**src/esc_pkg.sv**
```systemverilog
// shared types and constants for the environmental sensor compensation unit
// no dependencies; imported by every module of the block
package esc_pkg;

    // register map, one 64-bit slot per register
    typedef enum logic [2:0] {
        REG_TEMP   = 3'd0,
        REG_PRES_A = 3'd1,
        REG_PRES_B = 3'd2,
        REG_PRES_C = 3'd3,
        REG_HUM_A  = 3'd4,
        REG_HUM_B  = 3'd5
    } t_reg_idx;

    // flags that ride along with the pressure divide
    typedef struct packed {
        logic fault;   // divisor was zero
        logic big;     // dividend at or above the overflow limit, shift after divide
    } t_div_side;

    localparam int DIV_BITS   = 32;
    localparam int DIV_LAT    = DIV_BITS + 2;      // magnitude stage, bit steps, sign stage
    localparam int PRE_DEPTH  = 10;                // stages before the divider
    localparam int PIPE_DEPTH = PRE_DEPTH + DIV_LAT + 4;
    localparam int HUM_END    = 17;                // stage that holds clamped humidity
    localparam int HUM_DLY    = PIPE_DEPTH - HUM_END;

    // reciprocal of 100 scaled by 2**37, exact for any 32-bit magnitude
    localparam logic [30:0] RECIP_100 = 31'h51EB851F;
    localparam int          RECIP_SHIFT = 37;

    localparam logic signed [31:0] OVF_LIMIT = 32'sh40000000;
    localparam logic [16:0]        HUM_MAX   = 17'd100000;

endpackage

```
**src/esc_div100.sv**
```systemverilog
// two-stage signed divide by 100, truncating toward zero
// depends on esc_pkg for the reciprocal constant
module esc_div100 (
    input  logic               i_clk,
    input  logic               i_en,
    input  logic signed [31:0] i_x,
    output logic signed [31:0] o_q
);
    import esc_pkg::*;

    logic [31:0]        mag;
    logic [62:0]        r_prod;
    logic               r_neg;
    logic [25:0]        quo;
    logic signed [31:0] r_q;

    // magnitude times reciprocal
    assign mag = i_x[31] ? (~i_x + 32'd1) : i_x;

    always_ff @(posedge i_clk) begin
        if (i_en) begin
            r_prod <= 63'(mag) * 63'(RECIP_100);
            r_neg  <= i_x[31];
        end
    end

    // shift down and restore sign
    assign quo = r_prod[62:RECIP_SHIFT];

    always_ff @(posedge i_clk) begin
        if (i_en) begin
            r_q <= r_neg ? -$signed({6'd0, quo}) : $signed({6'd0, quo});
        end
    end

    assign o_q = r_q;

endmodule

```
**config.mk**
```make
export PLATFORM = sky130hd
export DESIGN_NAME = esc_div100
export DESIGN_NICKNAME = d
export VERILOG_FILES = /design/src/esc_pkg.sv /design/src/esc_div100.sv
export SDC_FILE = /design/constraint.sdc
export NUM_CORES = 1
export LEC_CHECK = 0
export BUFFER_PORTS_ARGS = -buffer_cell sky130_fd_sc_hd__buf_2
export CORE_ASPECT_RATIO = 1.75
export CORE_MARGIN = 5
export CORE_UTILIZATION = 71
export DETAILED_ROUTE_END_ITERATION = 6
export PLACE_DENSITY_LB_ADDON = 0.2
export SKIP_CTS_REPAIR_TIMING = 1
export SLEW_MARGIN = 20
export SYNTH_ARGS = -nofsm -noshare
export SYNTH_HDL_FRONTEND = slang
export SYNTH_SLANG_ARGS = --single-unit
export TNS_END_PERCENT = 30
```
**constraint.sdc**
```tcl
create_clock -name i_clk -period 22 [get_ports i_clk]
set_clock_uncertainty 0.05 [all_clocks]
set_input_delay 2.2 -clock i_clk [delete_from_list [all_inputs] [get_ports i_clk]]
set_output_delay 2.2 -clock i_clk [all_outputs]
set_load 0.01 [all_outputs]
```
# After elaboration in Yosys (flattened, before gate mapping)
# Cells that the tools add are included.
# Widths: inputs -> output; s select.
# op_classes
n_mux	2
bitwise_logic	1
add_sub_neg	2
multipliers	1
# ops
op	n
$mul 32x31->63 const B	1
$add 32x1->32 const B	1
$mux 32	1
$neg 26->32	1
$not 32->32	1
$mux 26	1
# totals
input_bits	34
out_inout_bits	32
reg_bits	96

# Logic depth before layout (Yosys ltp)
# Gate-level depths: netlist (run 1).
# depth
depth_word	4
depth_mapped	33
mapped_depth_nobuf	32

# Worst setup path after synthesis (run 1)
# OpenSTA, ideal clock, no wires.
# synth_timing
kind	input -> register
start	in i_x[10]
end	reg r_prod[57], data pin
required_ns	21.687
n_path_buf	0
path_stages	29
setup_ns	0.263
t_arrival_ns	10.221
setup_slack_ns	11.466
path_cell_list	or4_4 and4bb_2 nand3_1 or4_1 or2_1 o41ai_2 xnor2_1 inv_1 fa_1 inv_1 fa_1 inv_1 fa_1 inv_1 fa_1 fa_1 fa_1 inv_1 fa_1 inv_1 ha_1 nand4_1 nor4_1 o211ai_1 a31oi_1 o311ai_0 o21ai_0 o21ai_0 xnor2_1
# synth_via
elab_chain_len	4
# synth_lines
item	line	text
from (decl)	esc_div100.sv:6	input logic signed [31:0] i_x,
$not 32->32	esc_div100.sv:18	assign mag = i_x[31] ? (~i_x + 32'd1) : i_x;
$add 32x1->32	esc_div100.sv:18	
$mux 32 *	esc_div100.sv:18	
$mul 32x31->63 *	esc_div100.sv:22	r_prod <= 63'(mag) * 63'(RECIP_100);
to (signal assigned)	esc_div100.sv:22	
to (decl)	esc_div100.sv:12	logic [62:0] r_prod;
# Mark *: on every way between the ends. The rest lies on a longest branch, timed or not.
# A chain may end at the register's enable or synchronous reset.

# Worst setup path after layout (run 1)
# layout_timing
start	in i_x[10]
end	reg r_prod[59], data pin
# The elaborated chain is that of the path after synthesis.

==> key figures, run 1 <==
Global route
  • GRT overflow: 0
  • Largest net degree at the start of global routing: 60
  • Initial antenna violation count: 0
  • First-pass GRT wire length: 94.3 mm
  • Vias in the first global route: 17000
  • Global router's overall resource usage: 0.404

Finish
  • Leading cell types in the layout, fill and taps excluded: inv_1, ha_1, fa_1
  • Commonest non-fill, non-tap cell in the layout: inv_1
  • Layout cells sized above 1: 0.0589
  • Fillers: 2029
  • Final net count: 2940
  • Non-Filler Instances: 2547
  • # diodes: 0
  • Layout Utilization: 0.761
  • Area growth syn-to-layout: 5.61%

STA
  • Sum Neg Setup Slack: 0 ps
  • Final Hold Viols: 0
  • Fin. max-slew vios: 0
  • Worst slew pin tran: 923 ps
  • Relative max-transition margin: 0.377
  • Unrepaired setup endpoints after global routing: no
  • FMAX: 0.0876 GHz
  • Minimum clock period: 11420 ps
  • Final period util: 0.519
  • # setup viols final: 0

Floorplan
  • Boundary pin count: 66
  • Site Rows: 81
  • Starting density of the core: 0.720
  • Total core area: 28000 um2
  • Die footprint: 32000 um2
  • Die Width: 137 um
  • Die height: 233 um

Synthesis
  • Post-Syn Area per Cell: 9.59 um2
  • Asr flop ratio synth: 0
  • Main flop type after synthesis: edfxtp_1
  • Seq/Total Area, Yosys: 0.0879
  • Syn Nets: 2872
  • Ys Warns: 0
  • Yosys cell types: 55
  • Post-synth design cell area: 20200 um2
  • Post-Synthesis Cells: 2101
  • Synth Register Bits: 59
  • Post-synth EDFFs: 59

Run
  • Max-cap viol count: 0

CTS
  • CTS buffer count: 9
  • CTS clk-pin slew, worst paths: 60 ps
  • CTS tree: done
  • CTS sink count: 59
  • Root Buffer: clkbuf_16
  • Depth of the CTS H-tree: 3
  • Clock Latency Late Sink: 320 ps
  • Clk buf depth: 2

Place
  • Post-DP HPWL: 55.1 mm
  • Placed Instances: 2531
  • # port buffers: 65
  • GPL Wtd Cong: 1.08

Setup path
  • Most used cell, CP: fa_1
  • Worst path max stage delay: 580 ps
  • Startpoint Class: input pin
  • Setup Crit Path Kind: input pin to flop
  • CP endpoint kind: flop
  • CP required: 22010 ps
  • Highest-delay cell along the critical path: fa_1
  • Arrival time worst endpoint: 11430 ps
  • Worst-path maximum fanout: 9

Route
  • DRT iter0 DRCs: 921
  • Drc violations: 0
  • Pre-antenna DRT Iters: 6
  • Vias per Instance: 5.97
  • Final antenna-violating net count: 0
  • Vias: 15200
  • DR WL/cell: 24.2 um
  • Detailed Route WL: 61.7 mm

Outcome
  • Status: completed

Min path
  • Worst Hold Class: flop to flop
==> registers in the layout, summed over array words and instances, names as in the netlist <==
| register | count |
|---|---|
| r_neg | 1 |
| r_prod | 26 |
| o_q | 32 |
==> final timing paths <==
path         startpoint         end  slack, ps  depth (start not counted)
min          r_prod[37]      o_q[0]        410                          0
max reg2reg  r_prod[48]     o_q[24]      19220                          6
max             i_x[10]  r_prod[59]      10580                         31
min reg2reg  r_prod[37]      o_q[0]        410                          0
==> through the flow <==
step / hold slack [ps] / setup slack [ps] / area (um2)
6_report: 414 / 10580 / 21300
5_1_grt: 435 / 10010 / 21300
4_1_cts: 413 / 10640 / 21300
3_5_place_dp: 398 / 10350 / 21000
3_3_place_gp: 410 / 10370 / 21000
2_1_floorplan: 376 / 11470 / 20200
==> cells by family after synthesis <==
family                     Yosys count  synth area share
buffers and inverters              660             0.123
adders and majority gates          737             0.591
AOI/OAI and AO/OA                  242            0.0750
muxes                                1          0.000497
xor gates and xnor gates           133            0.0582
and+or+nand+nor                    269            0.0645
DFF                                 59            0.0879
==> worst max-delay path, delay by kind of cell <==
kind / cells / cell delay [ps]
AOI/OAI and AO/OA: 5 / 1750
xor gates and xnor gates: 2 / 340
adders and majority gates: 8 / 3940
buffers and inverters: 8 / 810
and+or+nand+nor: 8 / 2380
==> area by class of cell <==
cell class	instances	area [um2]	share of cell area
multi-input combinational	1382	15900	0.747
inverter	634	2380	0.112
sequential	59	1770	0.0832
tap	373	467	0.0219
timing repair buffer	83	460	0.0216
clock buffer	9	225	0.0106
clock inverter	7	75.1	0.00353
==> metal layers <==
metal | GRT usage | share of wire | wire, um
met4 | 0.384 | 0.13 | 8070
met2 | 0.721 | 0.52 | 32200
met5 | 0 | 0 | 0
met3 | 0.0623 | 0.050 | 3060
met1 | 0.378 | 0.30 | 18400
==> Yosys cell counts (5+ instances only) <==
cell	instances	share of area
inv_1	627	0.12
ha_1	379	0.24
fa_1	358	0.36
xnor2_1	100	0.043
nand2_1	84	0.016
a21oi_1	75	0.019
nor2_1	66	0.012
edfxtp_1	59	0.088
o21ai_0	59	0.015
xor2_1	32	0.014
a21o_1	26	0.0097
clkbuf_1	25	0.0047
nand3_1	20	0.0050
nand4_1	18	0.0056
or2_2	17	0.0053
o31ai_1	14	0.0052
a31oi_1	10	0.0031
nand2b_1	10	0.0031
nor3_1	10	0.0025
and3_1	9	0.0028
o41ai_1	9	0.0039
a211oi_1	7	0.0026
o21bai_1	7	0.0026
nor4_1	6	0.0019
or4_1	6	0.0022
and2_1	5	0.0016
or3_1	5	0.0016
Power of run 1 is not shown: default switching activity piles up to over one toggle a cycle in this logic, so the estimate is an artifact.
==> run 2: changes to the inputs <==
--- a/config.mk
+++ b/config.mk
@@ -8,7 +8,7 @@
 export BUFFER_PORTS_ARGS = -buffer_cell sky130_fd_sc_hd__buf_2
 export CORE_ASPECT_RATIO = 1.75
 export CORE_MARGIN = 5
-export CORE_UTILIZATION = 71
+export CORE_UTILIZATION = 60
 export DETAILED_ROUTE_END_ITERATION = 6
 export PLACE_DENSITY_LB_ADDON = 0.2
 export SKIP_CTS_REPAIR_TIMING = 1
==> constraint.sdc (replaced) <==
create_clock -name i_clk -period 9.53 [get_ports i_clk]
set_clock_uncertainty 0.05 [all_clocks]
set_input_delay 0.953 -clock i_clk [delete_from_list [all_inputs] [get_ports i_clk]]
set_output_delay 0.953 -clock i_clk [all_outputs]
set_load 0.01 [all_outputs]
==> run 2 against run 1 <==
  * Sequential share of layout area is 0.61 points lower
  * Flip-flop and latch count stayed put
  * Worst hold slack better by 23 ps
  * Critical endpoint is now r_prod[58]
==> key figures, run 2 (same netlist as run 1, synthesis figures left out) <==
Setup path
  • Cells on worst reg2reg path: 6
  • Worst-path maximum fanout: 10
  • CP required: 9540 ps
  • Reg2reg setup slack: 6920 ps
  • Highest-delay cell along the critical path: o311ai_0
  • Setup Crit Path Kind: input pin to flop
  • Most used cell, CP: inv_1
  • Reg-to-reg critical path endpoint: o_q[24]
  • CP endpoint kind: flop
  • Worst r2r src: r_prod[48]
  • Worst path max stage delay: 890 ps
  • Startpoint Class: input pin
  • Arrival time worst endpoint: 9260 ps

Min path
  • Hold Path Origin: r_prod[37]
  • Hold EP: o_q[0]
  • Worst hold stages: 0
  • Worst Hold Class: flop to flop

STA
  • Unrepaired setup endpoints after global routing: no
  • Worst slew pin tran: 1000 ps
  • Relative max-transition margin: 0.323
  • Fin. max-slew vios: 0
  • # setup viols final: 0
  • Final period util: 0.970
  • Minimum clock period: 9250 ps
  • Fin worst setup slack: 283 ps
  • FMAX: 0.108 GHz
  • Final Hold Viols: 0
  • Sum Neg Setup Slack: 0 ps
  • Final Hold Slack: 437 ps

Finish
  • Leading cell types in the layout, fill and taps excluded: inv_1, ha_1, fa_1
  • Area growth syn-to-layout: 13.9%
  • Layout cells sized above 1: 0.139
  • Commonest non-fill, non-tap cell in the layout: inv_1
  • Final Instance Area: 23000 um2
  • Reg area: 1770 um2
  • Footprint of the multi-input gates: 16000 um2
  • Final net count: 3128
  • Max FFs per register: 32
  • Fillers: 2694

Place
  • GPL Wtd Cong: 1.09
  • Worst slack, placed: -315 ps
  • # port buffers: 65
  • Post-DP HPWL: 58.0 mm
  • Placed Area: 22500 um2

Route
  • Vias: 15400
  • Pre-antenna DRT Iters: 5
  • Vias per Instance: 5.48
  • Final antenna-violating net count: 0
  • Drc violations: 0
  • DR WL/cell: 22.3 um
  • Detailed Route WL: 62.7 mm
  • DRT iter0 DRCs: 771

Floorplan
  • Site Rows: 88
  • Boundary pin count: 66
  • Total core area: 33100 um2
  • Die Width: 149 um
  • Die footprint: 37500 um2
  • Starting density of the core: 0.608
  • Die height: 252 um

Global route
  • First-pass GRT wire length: 95.3 mm
  • Global router's overall resource usage: 0.345
  • GRT overflow: 0
  • Largest net degree at the start of global routing: 60
  • Vias in the first global route: 17200
  • Initial antenna violation count: 1

CTS
  • CTS clk-pin slew, worst paths: 50 ps
  • CTS tree: done
  • Depth of the CTS H-tree: 3
  • Clk buf depth: 2
  • CTS buffer count: 9
  • Root Buffer: clkbuf_16
  • CTS sink count: 59
  • Clock Latency Late Sink: 320 ps

Outcome
  • Status: completed

Run
  • Max-cap viol count: 0
[run 2: stage by stage]
stage | instances | util
6_report | 2812 | 0.693
4_1_cts | 2811 | 0.689
2_1_floorplan | 2101 | -
3_3_place_gp | 2796 | 0.679
5_1_grt | 2811 | 0.693
3_5_place_dp | 2796 | 0.679
[run 2: worst max path at each step]
stage                     slack [ps]    start  cells after the start          to
after floorplan                  240  i_x[10]                     29  r_prod[57]
after global placement          -270  i_x[10]                     30  r_prod[59]
after detailed placement        -310  i_x[10]                     30  r_prod[59]
after CTS                        -10  i_x[10]                     30  r_prod[59]
after global routing               5  i_x[10]                     32  r_prod[60]
final                            280   i_x[0]                     33  r_prod[58]
[run 2: layout make-up]
class | count | area share
antenna | 1 | 0.000109
clock buffer | 9 | 0.00981
clock inverter | 6 | 0.00458
inverter | 634 | 0.104
multi-input combinational | 1382 | 0.698
sequential | 59 | 0.0772
tap | 450 | 0.0245
timing repair buffer | 271 | 0.0822
[run 2: metal layers]
metal | global-route usage | part of all wire
met2 | 0.647 | 0.54
met4 | 0.317 | 0.13
met3 | 0.0283 | 0.027
met5 | 0 | 0.00021
met1 | 0.323 | 0.31
[run 2: worst max-delay path, delay by kind of cell]
family,cells,cell delay [ps]
compound gates,5,1630
xor+xnor,3,510
fa+ha+maj,8,3550
buf+inv,12,1420
simple gates,5,1190
Power of run 2 is left out for the same reason.
==> run 3: changes to the inputs <==
--- a/config.mk
+++ b/config.mk
@@ -5,7 +5,7 @@
 export SDC_FILE = /design/constraint.sdc
 export NUM_CORES = 1
 export LEC_CHECK = 0
-export BUFFER_PORTS_ARGS = -buffer_cell sky130_fd_sc_hd__buf_2
+export BUFFER_PORTS_ARGS = -buffer_cell sky130_fd_sc_hd__buf_4
 export CORE_ASPECT_RATIO = 1.75
 export CORE_MARGIN = 5
 export CORE_UTILIZATION = 60
==> run 3 against run 2 <==
  * The flow now finishes with violations (design-rule violations)
  * Utilization fell by 0.083 points
  * First-iteration DRC count fell by 1.6%
  * Non-clock buffer count fell by 30
  * Via count fell by 0.32%
  * Flip-flop and latch count did not move
  * Final area fell by 0.12%
  * Register-to-register slack barely moved
  * Fmax barely moved
  * Die area did not move
  * Sequential share of layout area barely moved
  * Critical path depth fell by 2
  * Global-route usage rose by 0.39 points
==> key figures, run 3 (same netlist as run 1, synthesis figures left out) <==
STA
  • Unrepaired setup endpoints after global routing: yes
  • Minimum clock period: 9240 ps
  • Fin. max-slew vios: 0
  • # setup viols final: 0
  • Final Hold Viols: 0
  • Relative max-transition margin: 0.398
  • FMAX: 0.108 GHz
  • Final period util: 0.969
  • Worst slew pin tran: 892 ps

Route
  • DR WL/cell: 22.9 um
  • Detailed Route WL: 63.7 mm
  • Drc violations: 1
  • Final antenna-violating net count: 0
  • Vias: 15400
  • Pre-antenna DRT Iters: 7
  • DRT iter0 DRCs: 759
  • Vias per Instance: 5.52

Finish
  • Commonest non-fill, non-tap cell in the layout: inv_1
  • Final net count: 3098
  • Non-Filler Instances: 2783
  • Reg area: 1770 um2
  • Leading cell types in the layout, fill and taps excluded: inv_1, ha_1, fa_1
  • Area growth syn-to-layout: 13.8%
  • Footprint of the multi-input gates: 16100 um2
  • Max FFs per register: 32
  • Layout cells sized above 1: 0.133
  • Fillers: 2705

Global route
  • Initial antenna violation count: 0
  • Global router's overall resource usage: 0.349
  • Vias in the first global route: 17000
  • First-pass GRT wire length: 96.5 mm
  • Largest net degree at the start of global routing: 60
  • GRT overflow: 0

CTS
  • CTS sink count: 59
  • Root Buffer: clkbuf_16
  • Clk buf depth: 2
  • CTS buffer count: 9
  • CTS clk-pin slew, worst paths: 50 ps
  • Depth of the CTS H-tree: 3
  • CTS tree: done
  • Clock Latency Late Sink: 320 ps

Place
  • Placed Instances: 2763
  • GPL Wtd Cong: 1.15
  • Post-DP HPWL: 58.4 mm
  • # port buffers: 65

Setup path
  • Worst-path maximum fanout: 8
  • Startpoint Class: input pin
  • Arrival time worst endpoint: 9250 ps
  • Setup Crit Path Kind: input pin to flop
  • Worst path max stage delay: 590 ps
  • Reg2reg setup slack: 6920 ps
  • Highest-delay cell along the critical path: fa_1
  • Worst path top cell family by delay: adder cells
  • CP required: 9550 ps
  • CP endpoint kind: flop
  • Worst path bufs/invs: 8
  • Most used cell, CP: fa_1

Outcome
  • Failing checks: design-rule violations
  • Status: finished, violations left

Floorplan
  • Die height: 252 um
  • Boundary pin count: 66
  • Starting density of the core: 0.608
  • Die Width: 149 um
  • Total core area: 33100 um2
  • Site Rows: 88
  • Die footprint: 37500 um2

Min path
  • Worst Hold Class: flop to flop

Run
  • Max-cap viol count: 0
## run 3: layer usage
metal	routed length [um]	part of all wire	up-vias	track usage
met4	7630	0.12	0	0.308
met5	0	0	-	0
li1	-	-	7034	-
met1	19900	0.31	7645	0.331
met2	34600	0.54	433	0.657
met3	1620	0.025	246	0.0257
## run 3: area by class of cell
type,instances,area share
antenna,1,0.000109
sequential,59,0.0773
multi-input combinational,1382,0.700
timing repair buffer,241,0.0794
clock buffer,10,0.00998
tap,450,0.0245
clock inverter,6,0.00491
inverter,634,0.104
## run 3: per-stage QoR
step	TNS (ps)	util	cell area (um2)	hold WS, ps	setup WS, ps
2_1_floorplan	0	-	20200	376	243
3_3_place_gp	-1190	0.676	22400	401	-194
3_5_place_dp	-2570	0.676	22400	406	-251
4_1_cts	0	0.687	22800	419	11.5
5_1_grt	-156	0.692	22900	426	-77.0
6_report	0	0.692	22900	418	292
## run 3: final timing paths
kind / from / endpoint / cells past startpoint
worst max register to register: r_prod[49] / o_q[24] / 6
worst min register to register: r_prod[37] / o_q[0] / 0
worst max-delay path: i_x[10] / r_prod[57] / 31
worst min-delay path: r_prod[37] / o_q[0] / 0
Power of run 3 is left out for the same reason.
